File: config.mk
export PLATFORM = sky130hd
export DESIGN_NAME = bpt_coef_regs
export DESIGN_NICKNAME = d
export VERILOG_FILES = /design/src/rtl/core/bpt_pkg.sv /design/src/rtl/core/bpt_coef_regs.sv
export SDC_FILE = /design/constraint.sdc
export NUM_CORES = 1
export LEC_CHECK = 0
export ABC_AREA = 1
export BUFFER_PORTS_ARGS = -buffer_cell sky130_fd_sc_hd__buf_2
export CORE_MARGIN = 3
export CORE_UTILIZATION = 45
export DETAILED_ROUTE_END_ITERATION = 10
export GPL_TIMING_DRIVEN = 0
export PLACE_DENSITY_LB_ADDON = 0.12
export SYNTH_ARGS = -nofsm -noshare
export SYNTH_HDL_FRONTEND = slang
export SYNTH_SLANG_ARGS = --single-unit
File: constraint.sdc
create_clock -name clk -period 1.2 [get_ports clk]
set_input_delay 0.24 -clock clk [delete_from_list [all_inputs] [get_ports clk]]
set_output_delay 0.24 -clock clk [all_outputs]
set_load 0.02 [all_outputs]
File: src/rtl/core/bpt_pkg.sv
package bpt_pkg;

  localparam int RawW      = 24;
  localparam int CoefW     = 16;
  localparam int CfgIdxW   = 3;
  localparam int DtW       = 25;  // raw_t - tref*256, signed
  localparam int MulW      = 41;  // dT * 16-bit coefficient, signed
  localparam int OffW      = 37;
  localparam int SensW     = 35;
  localparam int SensLoW   = 17;
  localparam int SensHiW   = SensW - SensLoW;
  localparam int PpLoW     = RawW + SensLoW;
  localparam int PpHiW     = RawW + 1 + SensHiW;
  localparam int ProdW     = 60;
  localparam int Q1W       = ProdW - 21;
  localparam int DiffW     = Q1W + 1;
  localparam int TempW     = 19;
  localparam int PresW     = 24;

  localparam int OffScale      = 18;
  localparam int SensScale     = 17;
  localparam int OffTcShift    = 5;
  localparam int SensTcShift   = 7;
  localparam int TempDivShift  = 23;
  localparam int PresDiv1Shift = 21;
  localparam int PresDiv2Shift = 15;
  localparam int TempBase      = 2000;

  // configuration register indexes
  localparam logic [CfgIdxW-1:0] CoefPresSens   = 3'd0;
  localparam logic [CfgIdxW-1:0] CoefPresOffset = 3'd1;
  localparam logic [CfgIdxW-1:0] CoefTcs        = 3'd2;
  localparam logic [CfgIdxW-1:0] CoefTco        = 3'd3;
  localparam logic [CfgIdxW-1:0] CoefTref       = 3'd4;
  localparam logic [CfgIdxW-1:0] CoefTempsens   = 3'd5;

  typedef struct packed {
    logic [CoefW-1:0] pres_sens;
    logic [CoefW-1:0] pres_offset;
    logic [CoefW-1:0] tcs;
    logic [CoefW-1:0] tco;
    logic [CoefW-1:0] tref;
    logic [CoefW-1:0] tempsens;
  } coef_t;

  // handoff from the front section to the pressure section
  typedef struct packed {
    logic signed [OffW-1:0]  off;
    logic signed [SensW-1:0] sens;
    logic [RawW-1:0]         raw_pres;
    logic signed [TempW-1:0] temp;
  } comp_t;

endpackage

File: src/rtl/core/bpt_coef_regs.sv
module bpt_coef_regs (
  input  logic                          clk,
  input  logic                          rst_n,
  input  logic                          cfg_valid,
  output logic                          cfg_ready,
  input  logic [bpt_pkg::CfgIdxW-1:0]   cfg_index,
  input  logic [bpt_pkg::CoefW-1:0]     cfg_data,
  output bpt_pkg::coef_t                coef
);

  bpt_pkg::coef_t coef_r;
  bpt_pkg::coef_t coef_nxt;

  assign cfg_ready = 1'b1;
  assign coef      = coef_r;

  always_comb begin
    coef_nxt = coef_r;
    if (cfg_valid) begin
      unique case (cfg_index)
        bpt_pkg::CoefPresSens:   coef_nxt.pres_sens   = cfg_data;
        bpt_pkg::CoefPresOffset: coef_nxt.pres_offset = cfg_data;
        bpt_pkg::CoefTcs:        coef_nxt.tcs         = cfg_data;
        bpt_pkg::CoefTco:        coef_nxt.tco         = cfg_data;
        bpt_pkg::CoefTref:       coef_nxt.tref        = cfg_data;
        bpt_pkg::CoefTempsens:   coef_nxt.tempsens    = cfg_data;
        default: ;  // unknown index: write dropped
      endcase
    end
  end

  always_ff @(posedge clk) begin
    if (!rst_n) begin
      coef_r <= '0;
    end else begin
      coef_r <= coef_nxt;
    end
  end

endmodule

* Word level (Yosys, flattened, before mapping)
Index checks and enable logic that the tools add are counted.
** Word-level totals
- Register bits :: 96
- Input port bits :: 22
- Output and inout port bits :: 97
- Logic and storage cells :: 18
** Cells by class
- Equal/unequal tests :: 5
- Reduce and logical (&&, ||, !) cells :: 7
** Operators with widths (number)
- $reduce_and A2 Y1 :: 6
- $eq A3 B2 Y1 const B :: 2
- $eq A3 B3 Y1 const B :: 2
- $eq A3 B1 Y1 const B :: 1
- $logic_not A3 Y1 :: 1

* Logic depth before layout (Yosys ltp)
- Word-level depth :: 2
- Mapped depth :: 6
- Depth with buffers taken out :: 5

* Worst setup path before layout
OpenSTA, ideal clock, no wires.
- Kind :: input -> register
- From :: input rst_n
- To :: register coef_r (netlist bit coef[72])
- Library setup time :: 0.064 ns
- Arrival time :: 0.947 ns
- Data required time :: 1.136 ns
- Setup slack :: 0.189 ns
- Stages :: 5
- Path buffers :: 3
- Cells stage by stage :: buf_2 > buf_2 > buf_1 > nand2_1 > nor2_1
** RTL lines
- from (decl) :: RTL line bpt_coef_regs.sv:3 : input logic rst_n,
- to (signal assigned) :: RTL line bpt_coef_regs.sv:36 : coef_r <= coef_nxt;
- to (decl) :: RTL line bpt_coef_regs.sv:11 : bpt_pkg::coef_t coef_r;

* Final worst setup path
- From :: register coef_r (netlist bit coef[92])
- To :: output coef[92] (netlist bit)
** RTL lines
- to (decl) :: RTL line bpt_coef_regs.sv:8 : output bpt_pkg::coef_t coef
No word-level cell between the ends.

==> impl_metrics.py <==
metrics = {
    "outcome": {
        "outcome": "complete, no violations",
    },
    "cells_and_area": {
        "drive_gt1_share_pct": 25.1,
        "fin_cells": 790,
        "largest_reg_flops": 96,
        "finalNetCount": 703,
        "num-fill-cells": 855,
        "post-route-util_pct": 58.0,
        "fin_area_mm2": 0.00481,
        "syn2layout_area_growth_pct": 24.4,
        "diodes": 0,
    },
    "worst_setup_path": {
        "critPathKind": "flop to output port",
        "critPathSlowestCell": "dfxtp_1",
        "crit_path_start": "coef[92]",
        "cp_num_buf_inv": 1,
        "critical-path-top-delay-family": "flip-flops",
        "reg2reg_depth": 2,
        "timing.rr.start": "coef[75]",
        "worstPathCellList": "buf_2",
        "critPathMaxFanout": 2,
        "end_kind": "output port",
        "startpoint_type": "flop",
        "rrSetupSlack_ns": 0.58,
        "cp.arrival_ns": 0.92,
        "worstPathRequired_ns": 0.96,
        "crit-reg2reg-capture": "coef[75]",
        "cpPeakStageDelay_ns": 0.38,
    },
    "drt": {
        "drc": 0,
        "num_vias": 3836,
        "drt-pass1-iter-count": 4,
        "wl_per_cell_um": 14.4,
        "routed_wl_um": 11400,
        "dr.first_iter.drc_count": 215,
        "ant_nets": 0,
        "routed_via_density": 4.86,
    },
    "yosys": {
        "synth_top_area_cell": "dfxtp_1",
        "synth_most_common_cell": "nor2_1",
        "synthCells": 554,
        "ys_ff_latch": 96,
        "synth_edf_count": 0,
        "syn-num-nets": 576,
        "yosys-top-cells-count": "nor2_1 (193), nand2_1 (101), dfxtp_1 (96), nand3_1 (96), buf_2 (22)",
        "synthArstFlopShare_pct": 0,
        "ys_top_cells_by_area": "dfxtp_1 (50%), nor2_1 (19%), nand3_1 (12%)",
        "synth_top_area_share_pct": 49.7,
        "synth_flop_cell": "dfxtp_1",
        "yosys_warnings": 0,
        "ys_seq_area_share_pct": 49.7,
        "synth_area_mm2": 0.00387,
        "syn_avg_cell_area_um2": 6.99,
        "ys_types": 13,
    },
    "grt": {
        "grt_overflow": 0,
        "grt_pass1_wl_um": 18100,
        "grtUsageTotal_pct": 23.9,
        "grt_pass1_vias": 3651,
        "antenna_found_initial": 0,
        "grt_max_degree": 16,
    },
    "timing": {
        "max_slew_margin_pct": 64.8,
        "fin_crit_sh_pct": 96.4,
        "skew_ns": 0,
        "finalCriticalPeriod_ns": 1.16,
        "worst_pin_slew_ns": 0.527,
        "setup_viol": 0,
        "fmax_ghz": 0.864,
        "setup_slack_ns": 0.0426,
        "rsz0062_at_grt": "no",
        "hold_viol": 0,
        "maxSlewViolCount": 0,
    },
    "min_path": {
        "min_path_cells": 5,
        "min-delay-start": "cfg_data[15]",
        "hold_path_class": "primary input to flop",
        "holdPathEnd": "coef[31]",
    },
    "clock_tree": {
        "post_cts_resized": 0,
        "clk_pin_slew_worst_paths_ns": 0.09,
        "clock-root-buffer": "clkbuf_8",
        "cts_tree": "built",
        "post_cts_buffers": 0,
        "holdBufCountCts": 0,
        "cts_buffers": 9,
        "clock_path_buffers": 2,
        "cts.sinks": 96,
        "htreeDepth": 3,
        "insertion_delay_ns": 0.36,
    },
    "place": {
        "placed_cells": 775,
        "place_ws_ns": -0.165,
        "dpl.hpwl_um": 8160,
        "place_congestion": 0.860,
        "place_area_mm2": 0.00458,
        "port_buffers": 116,
    },
    "power": {
        "vdd.ir_drop.worst_mv": 0.728,
        "power.density_mw_per_mm2": 1400,
        "p_leak_nw": 2.45,
    },
    "floorplan": {
        "start_util_pct": 46.6,
        "rows": 33,
        "dieWidth_um": 98.7,
        "die_h_um": 98.7,
        "dieArea_mm2": 0.00975,
        "io_pins": 119,
        "core_area_mm2": 0.00830,
    },
    "run": {
        "max_cap_viol_count": 0,
    },
}
## layer usage
layer	routed length [µm]	share of wire [%]	GRT usage [%]
met1	4840	43	31.4
met3	830	7.3	5.80
met4	446	3.9	9.77
met5	0	0	0
met2	5260	46	37.7
## placed cells by master, fill, tap and decap left out
cell type,n
nor2_1,193
buf_2,138
nand2_1,101
nand3_1,96
dfxtp_1,96
inv_1,20
clkbuf_8,9
buf_4,7
nor2_4,6
buf_1,6
nor2_2,3
bufinv_16,3
inv_2,2
clkinv_2,2
nand2_2,1
conb_1,1
clkinv_4,1
## logic make-up after synthesis
kind of cell / synth area share [%]
other cells: 0.0969
buf+inv: 6.92
simple gates: 43.3
flops: 49.7
## final cells by class
class	count	area, µm²	area share [%]
Inverter	22	82.6	1.72
Multi-Input combinational cell	401	1680	34.9
Clock inverter	6	109	2.26
Buffer	35	185	3.85
Clock buffer	9	124	2.57
Sequential cell	96	1920	39.9
Timing Repair Buffer	116	581	12.1
Tap cell	105	131	2.73
## per-stage QoR
step	hold WS [ns]	TNS (ns)	power [mW]
after floorplan	0.480	0	4.00
after global placement	0.460	-9.24	4.29
after detailed placement	0.466	-11.29	4.31
after CTS	0.296	0	6.76
after global routing	0.328	0	7.01
final	0.320	0	6.73
## worst max path at each step
stage                     to  slack, ns  cells past startpoint
finish              coef[92]       0.04                      1
global route        coef[16]      0.006                      1
CTS                 coef[91]       0.04                      1
detailed placement  coef[38]      -0.17                      7
global placement    coef[87]      -0.14                      7
floorplan           coef[72]       0.19                      5
## worst register-to-register path, stage by stage, from the launching register on
cell and delay, ns:
dfxtp_1 0.33, nor2_1 0.13, nor2_1 0.06
## report_power, final
part           internal [mW]  switching [mW]
logic                  0.271           0.614
registers               3.30          0.0569
clock network           1.37            1.12
total                   4.94            1.79
Power figures use the tool's default switching activity.
