<file path="config.mk">
export PLATFORM = sky130hd
export DESIGN_NAME = bpt_pres
export DESIGN_NICKNAME = d
export VERILOG_FILES = /design/src/rtl/core/bpt_pkg.sv /design/src/rtl/core/bpt_pres.sv
export SDC_FILE = /design/constraint.sdc
export NUM_CORES = 2
export LEC_CHECK = 0
export ABC_AREA = 0
export BUFFER_PORTS_ARGS = -buffer_cell sky130_fd_sc_hd__buf_4
export CAP_MARGIN = 20
export CORE_ASPECT_RATIO = 1.4
export CORE_MARGIN = 4
export CORE_UTILIZATION = 60
export DETAILED_ROUTE_END_ITERATION = 8
export HOLD_SLACK_MARGIN = 0.02
export PLACE_DENSITY = 0.86
export SLEW_MARGIN = 20
export SYNTH_ARGS = -nofsm -noshare
export SYNTH_HDL_FRONTEND = slang
export SYNTH_SLANG_ARGS = --single-unit
</file>
<file path="constraint.sdc">
create_clock -name clk -period 9.9 [get_ports clk]
set_input_delay 0.99 -clock clk [delete_from_list [all_inputs] [get_ports clk]]
set_output_delay 0.99 -clock clk [all_outputs]
set_load 0.02 [all_outputs]
</file>
<file path="src/rtl/core/bpt_pkg.sv">
package bpt_pkg;

  localparam int RawW      = 24;
  localparam int CoefW     = 16;
  localparam int CfgIdxW   = 3;
  localparam int DtW       = 25;  // raw_t - tref*256, signed
  localparam int MulW      = 41;  // dT * 16-bit coefficient, signed
  localparam int OffW      = 37;
  localparam int SensW     = 35;
  localparam int SensLoW   = 17;
  localparam int SensHiW   = SensW - SensLoW;
  localparam int PpLoW     = RawW + SensLoW;
  localparam int PpHiW     = RawW + 1 + SensHiW;
  localparam int ProdW     = 60;
  localparam int Q1W       = ProdW - 21;
  localparam int DiffW     = Q1W + 1;
  localparam int TempW     = 19;
  localparam int PresW     = 24;

  localparam int OffScale      = 18;
  localparam int SensScale     = 17;
  localparam int OffTcShift    = 5;
  localparam int SensTcShift   = 7;
  localparam int TempDivShift  = 23;
  localparam int PresDiv1Shift = 21;
  localparam int PresDiv2Shift = 15;
  localparam int TempBase      = 2000;

  // configuration register indexes
  localparam logic [CfgIdxW-1:0] CoefPresSens   = 3'd0;
  localparam logic [CfgIdxW-1:0] CoefPresOffset = 3'd1;
  localparam logic [CfgIdxW-1:0] CoefTcs        = 3'd2;
  localparam logic [CfgIdxW-1:0] CoefTco        = 3'd3;
  localparam logic [CfgIdxW-1:0] CoefTref       = 3'd4;
  localparam logic [CfgIdxW-1:0] CoefTempsens   = 3'd5;

  typedef struct packed {
    logic [CoefW-1:0] pres_sens;
    logic [CoefW-1:0] pres_offset;
    logic [CoefW-1:0] tcs;
    logic [CoefW-1:0] tco;
    logic [CoefW-1:0] tref;
    logic [CoefW-1:0] tempsens;
  } coef_t;

  // handoff from the front section to the pressure section
  typedef struct packed {
    logic signed [OffW-1:0]  off;
    logic signed [SensW-1:0] sens;
    logic [RawW-1:0]         raw_pres;
    logic signed [TempW-1:0] temp;
  } comp_t;

endpackage

</file>
<file path="src/rtl/core/bpt_pres.sv">
// Stages 4-7: raw_pres*SENS as two partial products, recombine,
// truncating /2^21, subtract OFF and truncating /2^15.
module bpt_pres (
  input  logic                              clk,
  input  logic                              rst_n,
  input  logic                              up_valid,
  output logic                              up_ready,
  input  bpt_pkg::comp_t                    up_data,
  output logic                              out_valid,
  input  logic                              out_ready,
  output logic signed [bpt_pkg::PresW-1:0]  out_pres,
  output logic signed [bpt_pkg::TempW-1:0]  out_temp
);

  logic rdy4, rdy5, rdy6, rdy7;

  // stage 4
  logic                              v4_r;
  logic [bpt_pkg::PpLoW-1:0]         pplo4_r;
  logic signed [bpt_pkg::PpHiW-1:0]  pphi4_r;
  logic signed [bpt_pkg::OffW-1:0]   off4_r;
  logic signed [bpt_pkg::TempW-1:0]  temp4_r;
  logic signed [bpt_pkg::SensHiW-1:0] sens_hi;
  logic [bpt_pkg::SensLoW-1:0]       sens_lo;

  // stage 5
  logic                              v5_r;
  logic signed [bpt_pkg::ProdW-1:0]  prod5_r;
  logic signed [bpt_pkg::ProdW-1:0]  prod5_nxt;
  logic signed [bpt_pkg::OffW-1:0]   off5_r;
  logic signed [bpt_pkg::TempW-1:0]  temp5_r;

  // stage 6
  logic                              v6_r;
  logic signed [bpt_pkg::Q1W-1:0]    q6_r;
  logic signed [bpt_pkg::ProdW-1:0]  psum;
  logic signed [bpt_pkg::OffW-1:0]   off6_r;
  logic signed [bpt_pkg::TempW-1:0]  temp6_r;

  // stage 7 (output register)
  logic                              v7_r;
  logic signed [bpt_pkg::PresW-1:0]  pres7_r;
  logic signed [bpt_pkg::TempW-1:0]  temp7_r;
  logic signed [bpt_pkg::DiffW-1:0]  diff;
  logic signed [bpt_pkg::DiffW-1:0]  dsum;

  assign rdy7      = !v7_r || out_ready;
  assign rdy6      = !v6_r || rdy7;
  assign rdy5      = !v5_r || rdy6;
  assign rdy4      = !v4_r || rdy5;
  assign up_ready  = rdy4;
  assign out_valid = v7_r;
  assign out_pres  = pres7_r;
  assign out_temp  = temp7_r;

  assign sens_lo = up_data.sens[bpt_pkg::SensLoW-1:0];
  assign sens_hi = up_data.sens[bpt_pkg::SensW-1:bpt_pkg::SensLoW];

  assign prod5_nxt = $signed({pphi4_r, bpt_pkg::SensLoW'(0)})
                   + $signed({(bpt_pkg::ProdW - bpt_pkg::PpLoW)'(0), pplo4_r});

  assign psum = prod5_r + (prod5_r[bpt_pkg::ProdW-1] ?
                bpt_pkg::ProdW'((64'd1 << bpt_pkg::PresDiv1Shift) - 64'd1) :
                bpt_pkg::ProdW'(0));

  assign diff = bpt_pkg::DiffW'(q6_r) - bpt_pkg::DiffW'(off6_r);
  assign dsum = diff + (diff[bpt_pkg::DiffW-1] ?
                bpt_pkg::DiffW'((64'd1 << bpt_pkg::PresDiv2Shift) - 64'd1) :
                bpt_pkg::DiffW'(0));

  always_ff @(posedge clk) begin
    if (!rst_n) begin
      v4_r <= 1'b0;
      v5_r <= 1'b0;
      v6_r <= 1'b0;
      v7_r <= 1'b0;
    end else begin
      if (rdy4) begin
        v4_r <= up_valid;
      end
      if (rdy5) begin
        v5_r <= v4_r;
      end
      if (rdy6) begin
        v6_r <= v5_r;
      end
      if (rdy7) begin
        v7_r <= v6_r;
      end
    end
  end

  always_ff @(posedge clk) begin
    if (rdy4) begin
      pplo4_r <= up_data.raw_pres * sens_lo;
      pphi4_r <= $signed({1'b0, up_data.raw_pres}) * sens_hi;
      off4_r  <= up_data.off;
      temp4_r <= up_data.temp;
    end
    if (rdy5) begin
      prod5_r <= prod5_nxt;
      off5_r  <= off4_r;
      temp5_r <= temp4_r;
    end
    if (rdy6) begin
      q6_r    <= psum[bpt_pkg::ProdW-1:bpt_pkg::PresDiv1Shift];
      off6_r  <= off5_r;
      temp6_r <= temp5_r;
    end
    if (rdy7) begin
      pres7_r <= dsum[bpt_pkg::PresDiv2Shift+bpt_pkg::PresW-1:bpt_pkg::PresDiv2Shift];
      temp7_r <= temp6_r;
    end
  end

endmodule

</file>
== Yosys cells after proc, flatten, opt, wreduce, memory -nomap -nowiden ==
Index checks and enable logic that the tools add are counted.

* Add/sub/neg operators: 4
* $mul: 2
* Multiplexer cells: 2
* Reductions and logical operators: 8

{| class="wikitable"
|+ Operators with widths
! cell !! count
|-
| adder 60 x 21 -> 60 bit || 1
|-
| adder 60 x 42 -> 60 bit || 1
|-
| multiplier 25 x 18 -> 43 bit || 1
|-
| multiplier 24 x 17 -> 41 bit || 1
|-
| subtractor 39 x 37 -> 40 bit || 1
|-
| adder 39 x 15 -> 39 bit || 1
|-
| 2-to-1 mux 21 bit || 1
|-
| 2-to-1 mux 15 bit || 1
|-
| zero test 1 bit || 4
|-
| logical OR 1 bit || 4
|}

* Register bits: 398
* Input port bits: 119
* Output and inout port bits: 45

== Logic depth before layout (Yosys ltp) ==
* Depth in word-level cells: 5
* Gate-level depth with buffers: 26
* Depth with buffers taken out: 24

== Worst setup path before layout ==
OpenSTA, ideal clock, no wires.

* Path kind: in2reg
* From: in up_data[33] in the netlist's numbering
* To: reg pplo4_r[40] in the netlist's numbering (data pin)
* Library setup time: 0.261 ns
* Data arrival time: 7.214 ns
* Required time: 9.639 ns
* Setup slack: 2.425 ns
* Cell stages on the path: 25
* Path through: clkbuf_1 > clkbuf_1 > nand2_1 > fa_1 > inv_1 > fa_1 > inv_1 > fa_1 > inv_1 > fa_1 > fa_1 > inv_1 > fa_1 > inv_1 > ha_1 > nand4_1 > nor3_1 > o21ai_1 > a31o_2 > a2111oi_0 > o31ai_1 > a31oi_1 > a211oi_1 > or4_1 > o311a_1

* Word-level cells in the longest chain between the ends: 1

{| class="wikitable"
|+ Ends and longest elaborated chain
! element !! RTL line !! RTL
|-
| start: declaration || bpt_pres.sv:8 || <nowiki>input bpt_pkg::comp_t up_data,</nowiki>
|-
| multiplier 24 x 17 -> 41 bit || bpt_pres.sv:95 || <nowiki>pplo4_r <= up_data.raw_pres * sens_lo;</nowiki>
|-
| end signal: assignment || bpt_pres.sv:95 ||
|-
| end: declaration || bpt_pres.sv:19 || <nowiki>logic [bpt_pkg::PpLoW-1:0] pplo4_r;</nowiki>
|}

No other way between the ends.
A chain may end at the register's enable or synchronous reset.

== Worst setup path after layout ==
* From: in up_data[26] in the netlist's numbering
* To: reg pplo4_r[40] in the netlist's numbering (data pin)

Same word-level chain as after synthesis.

==> results.md <==
* Post-route DRC at 0
* RSZ-0062 raised after global routing: no
* PnR worst setup slack at 2050 ps
* Skew final at 17.4 ps
* Post_cts resized at 0
* Data required, critical path at 10190 ps
* CTS clock-pin slew for the worst setup and hold paths at 70 ps
* Mapped Cells at 4448
* EDFF count, synth at 394
* Htree depth at 2
* Final setup viols at 0
* Least-Margin Pin Slew at 940 ps
* Busiest grt layer: met2
* Gr ovfl total at 0
* Fin cells at 5475
* Crit Path Max Fanout at 35
* Register bit total from synthesis at 398
* Met3 Use GR at 0.0386
* Worst hold slack at 415 ps
* Max-cap viol count at 0
* Syn_nets at 5607
* Yosys warning total at 0
* Setup WS pre-CTS at 1650 ps
* Routed Antenna Nets at 0
* Max Buffers Root-to-Sink at 3
* Crit Path Class: in -> reg
* Seq/Total Area, Yosys at 0.264
* Setup crit start kind: input port
* Status: finished, final reports clean
* Largest net degree at the start of global routing at 76
* GRT Total Usage at 0.259
* Die Width at 240 µm
* Met2 usage at 0.477
* Fillcell total at 5615
* CTS root buf: clkbuf_16
* First-pass GRT wire length at 167000 µm
* Post-layout nets at 5641
* Mean number of vias per cell at 5.71
* Crit. End Element: flop
* Post-DP HPWL at 79500 µm
* Most frequent cells in the layout: inv_1 (942), fa_1 (683), nand2_1 (584)
* DRT iter0 DRCs at 1922
* CTS Buf Count at 35
* Vias in the first global route at 34100
* GPL Wtd Cong at 0.932
* R2R Setup Slk at 4050 ps
* Layout cells sized above 1 at 0.0592
* Placed cells at 5405
* Mapped Area at 45100 µm²
* Core Rows at 118
* Post-DR wirelength/cell at 18.5 µm
* Starting Density at 0.608
* Max Fclk at 0.127 GHz
* Die Y at 332 µm
* # IOs at 164
* # clock sinks at 398
* Final Hold Fails at 0
* Initial antenna violation count at 7
* Slew Viols, Final at 0
* Commonest non-fill, non-tap cell in the layout: inv_1
* Min-delay worst type: reg -> reg
* Worst EP arrival at 8140 ps
* Skew-Pair Late Insertion Delay at 540 ps
* Max-Slew Margin vs Limit at 0.373
* Ratio of final minimum period to clock period at 0.793
* Synth async-reset ratio at 0
* Total Wirelength at 101000 µm
* M1 GR Usage at 0.304
* Netlist cell types at 76
* Area grow syn2layout at 6.74%
* IO buf count at 163
* Fin crit period at 7850 ps
* Vias at 31200
* Cts hold-fix bufs at 0
* CTS tree: built
* Final TNS setup at 0 ps
* Post-synth top flop: edfxtp_1
* Postcts setup bufs at 0
* Die ar. at 79700 µm²
* TritonRoute pass-1 iters at 6
* Synth Area per Inst at 10.1 µm²
* Core Region at 74300 µm²
-- routing by layer --
| layer | vias up | share of wire |
|---|---|---|
| met4 | 2 | 0.042 |
| li1 | 14000 | - |
| met1 | 15600 | 0.36 |
| met3 | 334 | 0.069 |
| met5 | - | 0.000069 |
| met2 | 1246 | 0.53 |
-- cell families after synthesis --
kind of cell	synth area share
compound gates	0.0642
xor+xnor	0.0367
fa+ha+maj	0.402
buf+inv	0.0932
flops	0.264
mux	0.00139
simple gates	0.138
-- stage by stage --
step                 util  instance area (µm²)
CTS                 0.648                48100
floorplan               -                45100
global route        0.648                48100
global placement    0.632                46900
detailed placement  0.632                46900
finish              0.648                48200
-- cell type report --
cell class                      count  area (µm²)  share of cell area
Clock inverter                     26         295             0.00613
Antenna cell                        6        15.0            0.000312
Multi-Input combinational cell   2935       29000               0.603
Clock buffer                       38         908              0.0189
Inverter                          944        3550              0.0736
Sequential cell                   398       11900               0.247
Tap cell                          960        1200              0.0249
Timing Repair Buffer              168        1260              0.0262
-- worst max-delay path: stages --
cell and delay (ps):
buf_4 400, nand2_1 170, fa_1 560, inv_1 50
fa_1 500, inv_1 60, fa_1 540, inv_1 50
fa_1 450, fa_1 490, inv_1 50, fa_1 470
inv_1 40, ha_1 370, nand4_1 140, nor3_1 200
o21ai_1 120, a31o_2 250, a2111oi_0 760, o31ai_1 270
a31oi_1 370, a211oi_1 180, or4_1 530, o311a_1 120
-- final timing paths --
path              cells past startpoint           end        start
hold / removal                        0     off5_r[9]    off4_r[9]
hold reg to reg                       0     off5_r[9]    off4_r[9]
setup reg to reg                     19  out_pres[10]     q6_r[12]
setup / recovery                     24   pplo4_r[40]  up_data[26]
-- synthesized netlist by cell type, types with 5 or more instances --
cell	number	area share
nor3_1	30	0.0033
fa_1	683	0.30
xor2_1	65	0.013
o31ai_1	7	0.0012
a21oi_1	111	0.012
and3_1	34	0.0047
inv_1	944	0.079
nor2b_1	23	0.0032
nand4_1	21	0.0029
a2111oi_0	7	0.0014
o211ai_1	19	0.0032
nand3_1	51	0.0057
a21o_1	62	0.010
nor4_2	6	0.0017
or2_2	8	0.0011
and2_1	332	0.046
or3_1	12	0.0017
a211o_1	6	0.0012
o21a_1	25	0.0042
edfxtp_1	394	0.26
nand2_1	586	0.049
or4_1	5	0.00083
nand3b_1	6	0.0010
clkbuf_1	164	0.014
o21bai_1	19	0.0032
a31oi_1	17	0.0024
ha_1	357	0.099
nor2_1	110	0.0092
a31o_2	5	0.00097
nand2b_1	28	0.0039
o21ai_0	74	0.0082
o31a_1	5	0.00097
a211oi_1	17	0.0028
a311oi_1	8	0.0016
xnor2_1	124	0.024
-- state kept, by name, summed over array words and instances, names as in the netlist, 19 cells and up --
register,flops
pphi4_r,43
out_temp,19
pplo4_r,41
temp6_r,19
off4_r,37
temp5_r,19
off5_r,37
prod5_r,60
out_pres,24
off6_r,37
temp4_r,19
q6_r,39
Power is not shown: default switching activity piles up to over one toggle a cycle in this logic, so the estimate is an artifact.
