==> src/rtl/core/bpt_pkg.sv <==
package bpt_pkg;

  localparam int RawW      = 24;
  localparam int CoefW     = 16;
  localparam int CfgIdxW   = 3;
  localparam int DtW       = 25;  // raw_t - tref*256, signed
  localparam int MulW      = 41;  // dT * 16-bit coefficient, signed
  localparam int OffW      = 37;
  localparam int SensW     = 35;
  localparam int SensLoW   = 17;
  localparam int SensHiW   = SensW - SensLoW;
  localparam int PpLoW     = RawW + SensLoW;
  localparam int PpHiW     = RawW + 1 + SensHiW;
  localparam int ProdW     = 60;
  localparam int Q1W       = ProdW - 21;
  localparam int DiffW     = Q1W + 1;
  localparam int TempW     = 19;
  localparam int PresW     = 24;

  localparam int OffScale      = 18;
  localparam int SensScale     = 17;
  localparam int OffTcShift    = 5;
  localparam int SensTcShift   = 7;
  localparam int TempDivShift  = 23;
  localparam int PresDiv1Shift = 21;
  localparam int PresDiv2Shift = 15;
  localparam int TempBase      = 2000;

  // configuration register indexes
  localparam logic [CfgIdxW-1:0] CoefPresSens   = 3'd0;
  localparam logic [CfgIdxW-1:0] CoefPresOffset = 3'd1;
  localparam logic [CfgIdxW-1:0] CoefTcs        = 3'd2;
  localparam logic [CfgIdxW-1:0] CoefTco        = 3'd3;
  localparam logic [CfgIdxW-1:0] CoefTref       = 3'd4;
  localparam logic [CfgIdxW-1:0] CoefTempsens   = 3'd5;

  typedef struct packed {
    logic [CoefW-1:0] pres_sens;
    logic [CoefW-1:0] pres_offset;
    logic [CoefW-1:0] tcs;
    logic [CoefW-1:0] tco;
    logic [CoefW-1:0] tref;
    logic [CoefW-1:0] tempsens;
  } coef_t;

  // handoff from the front section to the pressure section
  typedef struct packed {
    logic signed [OffW-1:0]  off;
    logic signed [SensW-1:0] sens;
    logic [RawW-1:0]         raw_pres;
    logic signed [TempW-1:0] temp;
  } comp_t;

endpackage

==> src/rtl/core/bpt_front.sv <==
// Stages 1-3: dT, the three dT products, then OFF / SENS / TEMP.
module bpt_front (
  input  logic                      clk,
  input  logic                      rst_n,
  input  bpt_pkg::coef_t            coef,
  input  logic                      up_valid,
  output logic                      up_ready,
  input  logic [bpt_pkg::RawW-1:0]  up_raw_pres,
  input  logic [bpt_pkg::RawW-1:0]  up_raw_temp,
  output logic                      dn_valid,
  input  logic                      dn_ready,
  output bpt_pkg::comp_t            dn_data
);

  logic rdy1, rdy2, rdy3;

  // stage 1
  logic                             v1_r;
  logic signed [bpt_pkg::DtW-1:0]   dt1_r;
  logic signed [bpt_pkg::DtW-1:0]   dt1_nxt;
  logic [bpt_pkg::RawW-1:0]         rawp1_r;

  // stage 2
  logic                             v2_r;
  logic signed [bpt_pkg::MulW-1:0]  moff2_r, msens2_r, mtemp2_r;
  logic signed [bpt_pkg::MulW-1:0]  moff2_nxt, msens2_nxt, mtemp2_nxt;
  logic [bpt_pkg::RawW-1:0]         rawp2_r;

  // stage 3
  logic                             v3_r;
  bpt_pkg::comp_t                   comp3_r;
  bpt_pkg::comp_t                   comp3_nxt;

  logic signed [bpt_pkg::MulW-1:0]  tsum;
  logic signed [bpt_pkg::TempW-1:0] tquot;

  assign rdy3     = !v3_r || dn_ready;
  assign rdy2     = !v2_r || rdy3;
  assign rdy1     = !v1_r || rdy2;
  assign up_ready = rdy1;
  assign dn_valid = v3_r;
  assign dn_data  = comp3_r;

  assign dt1_nxt = $signed({1'b0, up_raw_temp}) - $signed({1'b0, coef.tref, 8'b0});

  assign moff2_nxt  = dt1_r * $signed({1'b0, coef.tco});
  assign msens2_nxt = dt1_r * $signed({1'b0, coef.tcs});
  assign mtemp2_nxt = dt1_r * $signed({1'b0, coef.tempsens});

  // truncate toward zero: bias negatives by 2^23-1 before dropping bits
  assign tsum  = mtemp2_r + (mtemp2_r[bpt_pkg::MulW-1] ?
                 bpt_pkg::MulW'((64'd1 << bpt_pkg::TempDivShift) - 64'd1) :
                 bpt_pkg::MulW'(0));
  assign tquot = {tsum[bpt_pkg::MulW-1], tsum[bpt_pkg::MulW-1:bpt_pkg::TempDivShift]};

  always_comb begin
    comp3_nxt.off = $signed({3'b0, coef.pres_offset, bpt_pkg::OffScale'(0)})
                  + $signed({moff2_r[bpt_pkg::MulW-1],
                             moff2_r[bpt_pkg::MulW-1:bpt_pkg::OffTcShift]});
    comp3_nxt.sens = $signed({2'b0, coef.pres_sens, bpt_pkg::SensScale'(0)})
                   + $signed({msens2_r[bpt_pkg::MulW-1],
                              msens2_r[bpt_pkg::MulW-1:bpt_pkg::SensTcShift]});
    comp3_nxt.raw_pres = rawp2_r;
    comp3_nxt.temp     = tquot + bpt_pkg::TempW'(bpt_pkg::TempBase);
  end

  always_ff @(posedge clk) begin
    if (!rst_n) begin
      v1_r <= 1'b0;
      v2_r <= 1'b0;
      v3_r <= 1'b0;
    end else begin
      if (rdy1) begin
        v1_r <= up_valid;
      end
      if (rdy2) begin
        v2_r <= v1_r;
      end
      if (rdy3) begin
        v3_r <= v2_r;
      end
    end
  end

  always_ff @(posedge clk) begin
    if (rdy1) begin
      dt1_r   <= dt1_nxt;
      rawp1_r <= up_raw_pres;
    end
    if (rdy2) begin
      moff2_r  <= moff2_nxt;
      msens2_r <= msens2_nxt;
      mtemp2_r <= mtemp2_nxt;
      rawp2_r  <= rawp1_r;
    end
    if (rdy3) begin
      comp3_r <= comp3_nxt;
    end
  end

endmodule

==> config.mk <==
export PLATFORM = sky130hd
export DESIGN_NAME = bpt_front
export DESIGN_NICKNAME = d
export VERILOG_FILES = /design/src/rtl/core/bpt_pkg.sv /design/src/rtl/core/bpt_front.sv
export SDC_FILE = /design/constraint.sdc
export NUM_CORES = 2
export LEC_CHECK = 0
export BUFFER_PORTS_ARGS = -buffer_cell sky130_fd_sc_hd__buf_2
export CAP_MARGIN = 15
export CORE_ASPECT_RATIO = 1.2
export CORE_UTILIZATION = 51
export DETAILED_ROUTE_END_ITERATION = 16
export PLACE_DENSITY_LB_ADDON = 0.3
export REMOVE_ABC_BUFFERS = 1
export SYNTH_ARGS = -nofsm -noshare
export SYNTH_HDL_FRONTEND = slang
export SYNTH_SLANG_ARGS = --single-unit
==> constraint.sdc <==
create_clock -name clk -period 5.9 [get_ports clk]
set_clock_uncertainty 0.1 [all_clocks]
set_input_delay 0.295 -clock clk [delete_from_list [all_inputs] [get_ports clk]]
set_output_delay 0.295 -clock clk [all_outputs]
set_load 0.03 [all_outputs]
* Word level (Yosys, flattened, before mapping) *
Index checks and enable logic that the tools add are counted.
Widths: inputs -> output; s select.

storage, ports and cells
  word-level logic and storage cells = 28
  bits in registers = 314

cells by class
  reductions and logical operators = 6
  multiply operators = 3
  $add $sub $neg = 5
  mux-type cells = 1

operators by type and width
  cell                    count
  $mul 25x17->41          3
  $add 41x23->41          1
  $add 35x36->37          1
  $add 34x34->35          1
  $sub 24x24->25          1
  $mux 23                 1
  $add 18x12->19 const B  1
  $logic_not 1->1         3
  $logic_or 1x1->1        3

* Logic depth before layout (Yosys ltp) *
  word-level depth = 4
  depth in mapped cells = 26

* Least setup slack after synthesis *
Ideal clock, no wire load.

  path type = flip-flop to flip-flop
  start = register dt1_r[7] in the netlist's numbering
  end = register mtemp2_r[40] in the netlist's numbering, data pin
  library setup time = 260 ps
  path slack = -630 ps
  cell stages (with the launch flop) = 25
  data required time = 5540 ps
  arrival time = 6170 ps
  cell sequence = edfxtp_1 -> clkbuf_1 -> clkbuf_1 -> nand2_1 -> fa_1 -> inv_1 -> fa_1 -> inv_1 -> fa_1 -> inv_1 -> fa_1 -> fa_1 -> inv_1 -> fa_1 -> inv_1 -> ha_1 -> or2_2 -> a21oi_1 -> a31oi_1 -> a221oi_2 -> o41ai_1 -> o41ai_2 -> o2111ai_1 -> a21oi_1 -> xnor2_1

between the ends
  word-level cells in the longest chain between the ends = 1

ends and longest elaborated chain
  element                        line             text
  from (decl)                    bpt_front.sv:19  logic signed [bpt_pkg::DtW-1:0] dt1_r;
  from (signal assigned)         bpt_front.sv:87  dt1_r <= dt1_nxt;
  $mul 25x17->41                 bpt_front.sv:48  assign mtemp2_nxt = dt1_r * $signed({1'b0, coef.tempsens});
  named net mtemp2_nxt, one bit  bpt_front.sv:26  logic signed [bpt_pkg::MulW-1:0] moff2_nxt, msens2_nxt, mtemp2_nxt;
  to (signal assigned)           bpt_front.sv:93  mtemp2_r <= mtemp2_nxt;
  to (decl)                      bpt_front.sv:25  logic signed [bpt_pkg::MulW-1:0] moff2_r, msens2_r, mtemp2_r;

The timed path passes the listed nets, and every way through them passes these cells.
A chain may end at the register's enable or synchronous reset.

* Worst setup path in the final report *
  start = register dt1_r[9] in the netlist's numbering
  end = register msens2_r[39] in the netlist's numbering, data pin

between the ends
  word-level cells in the longest chain between the ends = 1

ends and longest elaborated chain
  element                        line             text
  $mul 25x17->41                 bpt_front.sv:47  assign msens2_nxt = dt1_r * $signed({1'b0, coef.tcs});
  named net msens2_nxt, one bit  bpt_front.sv:26
  to (signal assigned)           bpt_front.sv:92  msens2_r <= msens2_nxt;
  to (decl)                      bpt_front.sv:25

The timed path passes the listed nets, and every way through them passes these cells.

==> results.sh <==
export IMPL_status="finished with violations"
export IMPL_violations="design-rule violations, negative setup slack"
export IMPL_path_clk_slew_ns=0.07
export IMPL_r2r_end="msens2_r[39]$_DFFE_PP_"
export IMPL_ios=265
export IMPL_layoutNonFillerInstCount=7885
export IMPL_hp_start="up_raw_temp[18]"
export IMPL_syn_cell_area_sq_mm=0.05504
export IMPL_first_global_vias=44442
export IMPL_required_ns=6.12
export IMPL_fillers=8622
export IMPL_synth_seq_cells=302
export IMPL_synth_area_leaders="fa_1 42%, edfxtp_1 16%, inv_1 9.8%"
export IMPL_place_inst=7698
export IMPL_place_gp_congestion=0.9330
export IMPL_drive_above_1_share=0.1984
export IMPL_cp_max_fo=8
export IMPL_setup_slack_ns=-0.6533
export IMPL_wl_per_cell_um=17.59
export IMPL_synth_compound_area_frac=0.04626
export IMPL_clock_path_buffers=3
export IMPL_worstPathArrival_ns=6.77
export IMPL_routed_wirelength_um=138700
export IMPL_end_kind="register"
export IMPL_synth_mux_area_frac=0.0003637
export IMPL_drt_iter0_drc=2084
export IMPL_synth_top_family_by_area="adder cells"
export IMPL_multi_input_area_sq_mm=0.04109
export IMPL_ys_warn_count=0
export IMPL_initial_core_util=0.5159
export IMPL_dieArea_sq_mm=0.1093
export IMPL_whs_path_depth=3
export IMPL_ff_latch_area_sq_mm=0.009039
export IMPL_ant_nets=0
export IMPL_synth_cell_types=71
export IMPL_syn_inst=5690
export IMPL_finalCritPeriodShare=1.111
export IMPL_ff2ff_path_depth=24
export IMPL_portBuffers=264
export IMPL_yosys_top_cells_count="1443 x inv_1, 1158 x fa_1, 792 x nand2_1"
export IMPL_cts_buffers=35
export IMPL_seq_area_frac_synth=0.1642
export IMPL_synth_top_area_frac=0.4212
export IMPL_r2r_start="dt1_r[9]$_DFFE_PP_"
export IMPL_viasPerCell=5.161
export IMPL_place_area_sq_mm=0.06193
export IMPL_grt_usage=0.2608
export IMPL_synth_fa_ha_area_frac=0.5048
export IMPL_synth_ff_type="edfxtp_1"
export IMPL_grt_max_degree=82
export IMPL_slew_violations=0
export IMPL_ff2ff_setup_slack_ns=-0.65
export IMPL_synth_largest_area_cell="fa_1"
export IMPL_worstMarginPinSlew_ns=0.8955
export IMPL_final_setup_viol_count=61
export IMPL_worstHoldEndpoint="dt1_r[18]$_DFFE_PP_"
export IMPL_grt_ovfl_total=0
export IMPL_postSynthAreaPerCell_sq_um=9.674
export IMPL_dp_hpwl_um=113200
export IMPL_die_w_um=301.9
export IMPL_setup_worst_path_class="reg2reg"
export IMPL_htreeDepth=2
export IMPL_core_sq_mm=0.1067
export IMPL_rows=131
export IMPL_maxCapViolCount=0
export IMPL_syn_to_final_growth_pct=19.91
export IMPL_cts_tree="built"
export IMPL_dr_pass1_iters=11
export IMPL_root_buffer="clkbuf_16"
export IMPL_synthArstFlopShare=0
export IMPL_setup_tns_final_ns=-24.42
export IMPL_finalInstanceArea_sq_mm=0.06601
export IMPL_nets=8132
export IMPL_antenna_found_initial=5
export IMPL_grt_pass1_wl_um=222400
export IMPL_synth_simple_gate_area_frac=0.1413
export IMPL_fmaxAchievable_mhz=152.6
export IMPL_start_kind="register"
export IMPL_rsz0062_at_grt="true"
export IMPL_drc=12
export IMPL_synth_edff_count=299
export IMPL_hold_viol_final=0
export IMPL_place_ws_ns=-0.8804
export IMPL_clk_latency_ns=0.60
export IMPL_die_h_um=361.9
export IMPL_synth_most_common_cell="inv_1"
export IMPL_clock_sinks=302
export IMPL_finalCriticalPeriod_ns=6.553
export IMPL_routed_via_count=40696
export IMPL_slew_headroom=0.3994
export IMPL_hold_class="in2reg"
export IMPL_synth_xor_area_share=0.02800
-- stage by stage --
step,hold WS (ns),utilization
2_1_floorplan,0.2939,-
3_5_place_dp,0.3045,0.5804
5_1_grt,0.06785,0.6186
3_3_place_gp,0.3007,0.5804
6_report,0.06602,0.6186
4_1_cts,0.02192,0.6072
-- cells by family (layout without fill, tap and decap cells) --
| logic type | after synthesis | count (layout) |
|---|---|---|
| buf+inv | 1686 | 2482 |
| mux | 2 | 2 |
| fa+ha+maj | 1526 | 1526 |
| simple gates | 1607 | 1607 |
| other cells | 0 | 3 |
| flops | 302 | 302 |
| xor+xnor | 176 | 176 |
| compound gates | 391 | 391 |
-- repair_timing --
item                                   in CTS  in global routing
cloned                                      3                  1
buffers inserted                           42                 42
hold buffers                               36                  0
setup endpoints to repair                  71                 76
endpoints found under the hold margin      37                  0
pin swaps                                 101                121
resized for setup                         186                198
-- layer usage --
metal	wire, um	track usage
met2	72890	0.4749
met5	0	0
met4	6980	0.1142
met1	51830	0.3053
met3	7017	0.03306
-- registers in the layout, indices dropped and copies added (netlist names), 24 cells and up --
signal and cells:
dn_data 115, mtemp2_r 41, moff2_r 36, msens2_r 34
dt1_r 25, rawp1_r 24, rawp2_r 24
-- cell type report --
| class | instances | area share |
|---|---|---|
| timing repair buffer | 975 | 0.1129 |
| tap | 1396 | 0.02646 |
| clock inverter | 24 | 0.004947 |
| multi-input combinational | 3702 | 0.6225 |
| inverter | 1443 | 0.08210 |
| antenna | 3 | 0.0001137 |
| clock buffer | 40 | 0.01401 |
| sequential | 302 | 0.1369 |
-- layout by cell type, fill, tap and decap left out, types with 19 or more instances in the layout --
| master | instances |
|---|---|
| clkbuf_16 | 36 |
| o21a_1 | 26 |
| xnor2_1 | 130 |
| buf_2 | 264 |
| and2_1 | 471 |
| edfxtp_1 | 299 |
| ha_4 | 35 |
| nor2b_1 | 31 |
| fa_1 | 1112 |
| o21ai_0 | 45 |
| a21oi_2 | 36 |
| inv_1 | 1417 |
| ha_1 | 328 |
| fa_2 | 46 |
| nor2_1 | 98 |
| nand2_1 | 776 |
| buf_4 | 590 |
| nand3_1 | 35 |
| a21o_1 | 46 |
| nand2b_1 | 19 |
| xor2_1 | 41 |
| buf_6 | 45 |
| nor3_1 | 32 |
| dlygate4sd3_1 | 36 |
| o21bai_1 | 21 |
| inv_2 | 25 |
| buf_12 | 32 |
| a21oi_1 | 83 |
-- worst max path at each step --
stage               slack (ns)                     end  cells past startpoint           startpoint
floorplan                -0.81  mtemp2_r[40]$_DFFE_PP_                     21  dt1_r[15]$_DFFE_PP_
global placement         -0.78  mtemp2_r[39]$_DFFE_PP_                     22   dt1_r[8]$_DFFE_PP_
detailed placement       -0.88  msens2_r[39]$_DFFE_PP_                     22             coef[51]
CTS                      -0.64  msens2_r[26]$_DFFE_PP_                     24  dt1_r[12]$_DFFE_PP_
global route             -0.87  msens2_r[39]$_DFFE_PP_                     25   dt1_r[9]$_DFFE_PP_
finish                   -0.65  msens2_r[39]$_DFFE_PP_                     24   dt1_r[9]$_DFFE_PP_
-- critical path, cell delays in order (launching register included) --
cell and delay (ns):
edfxtp_1 0.49, buf_12 0.19, buf_4 0.16, nand2_1 0.08, fa_1 0.48, fa_1 0.55
fa_1 0.50, inv_1 0.05, fa_1 0.46, fa_1 0.51, inv_2 0.04, fa_1 0.49
inv_2 0.05, ha_4 0.25, and3_4 0.17, nor2b_1 0.15, nand4_1 0.16, nor4b_2 0.32
buf_4 0.17, o2111ai_4 0.13, a41oi_2 0.28, nand4_1 0.15, o2111ai_2 0.11, a21oi_2 0.09
xnor2_1 0.13
Power is not shown: default switching activity piles up to over one toggle a cycle in this logic, so the estimate is an artifact.
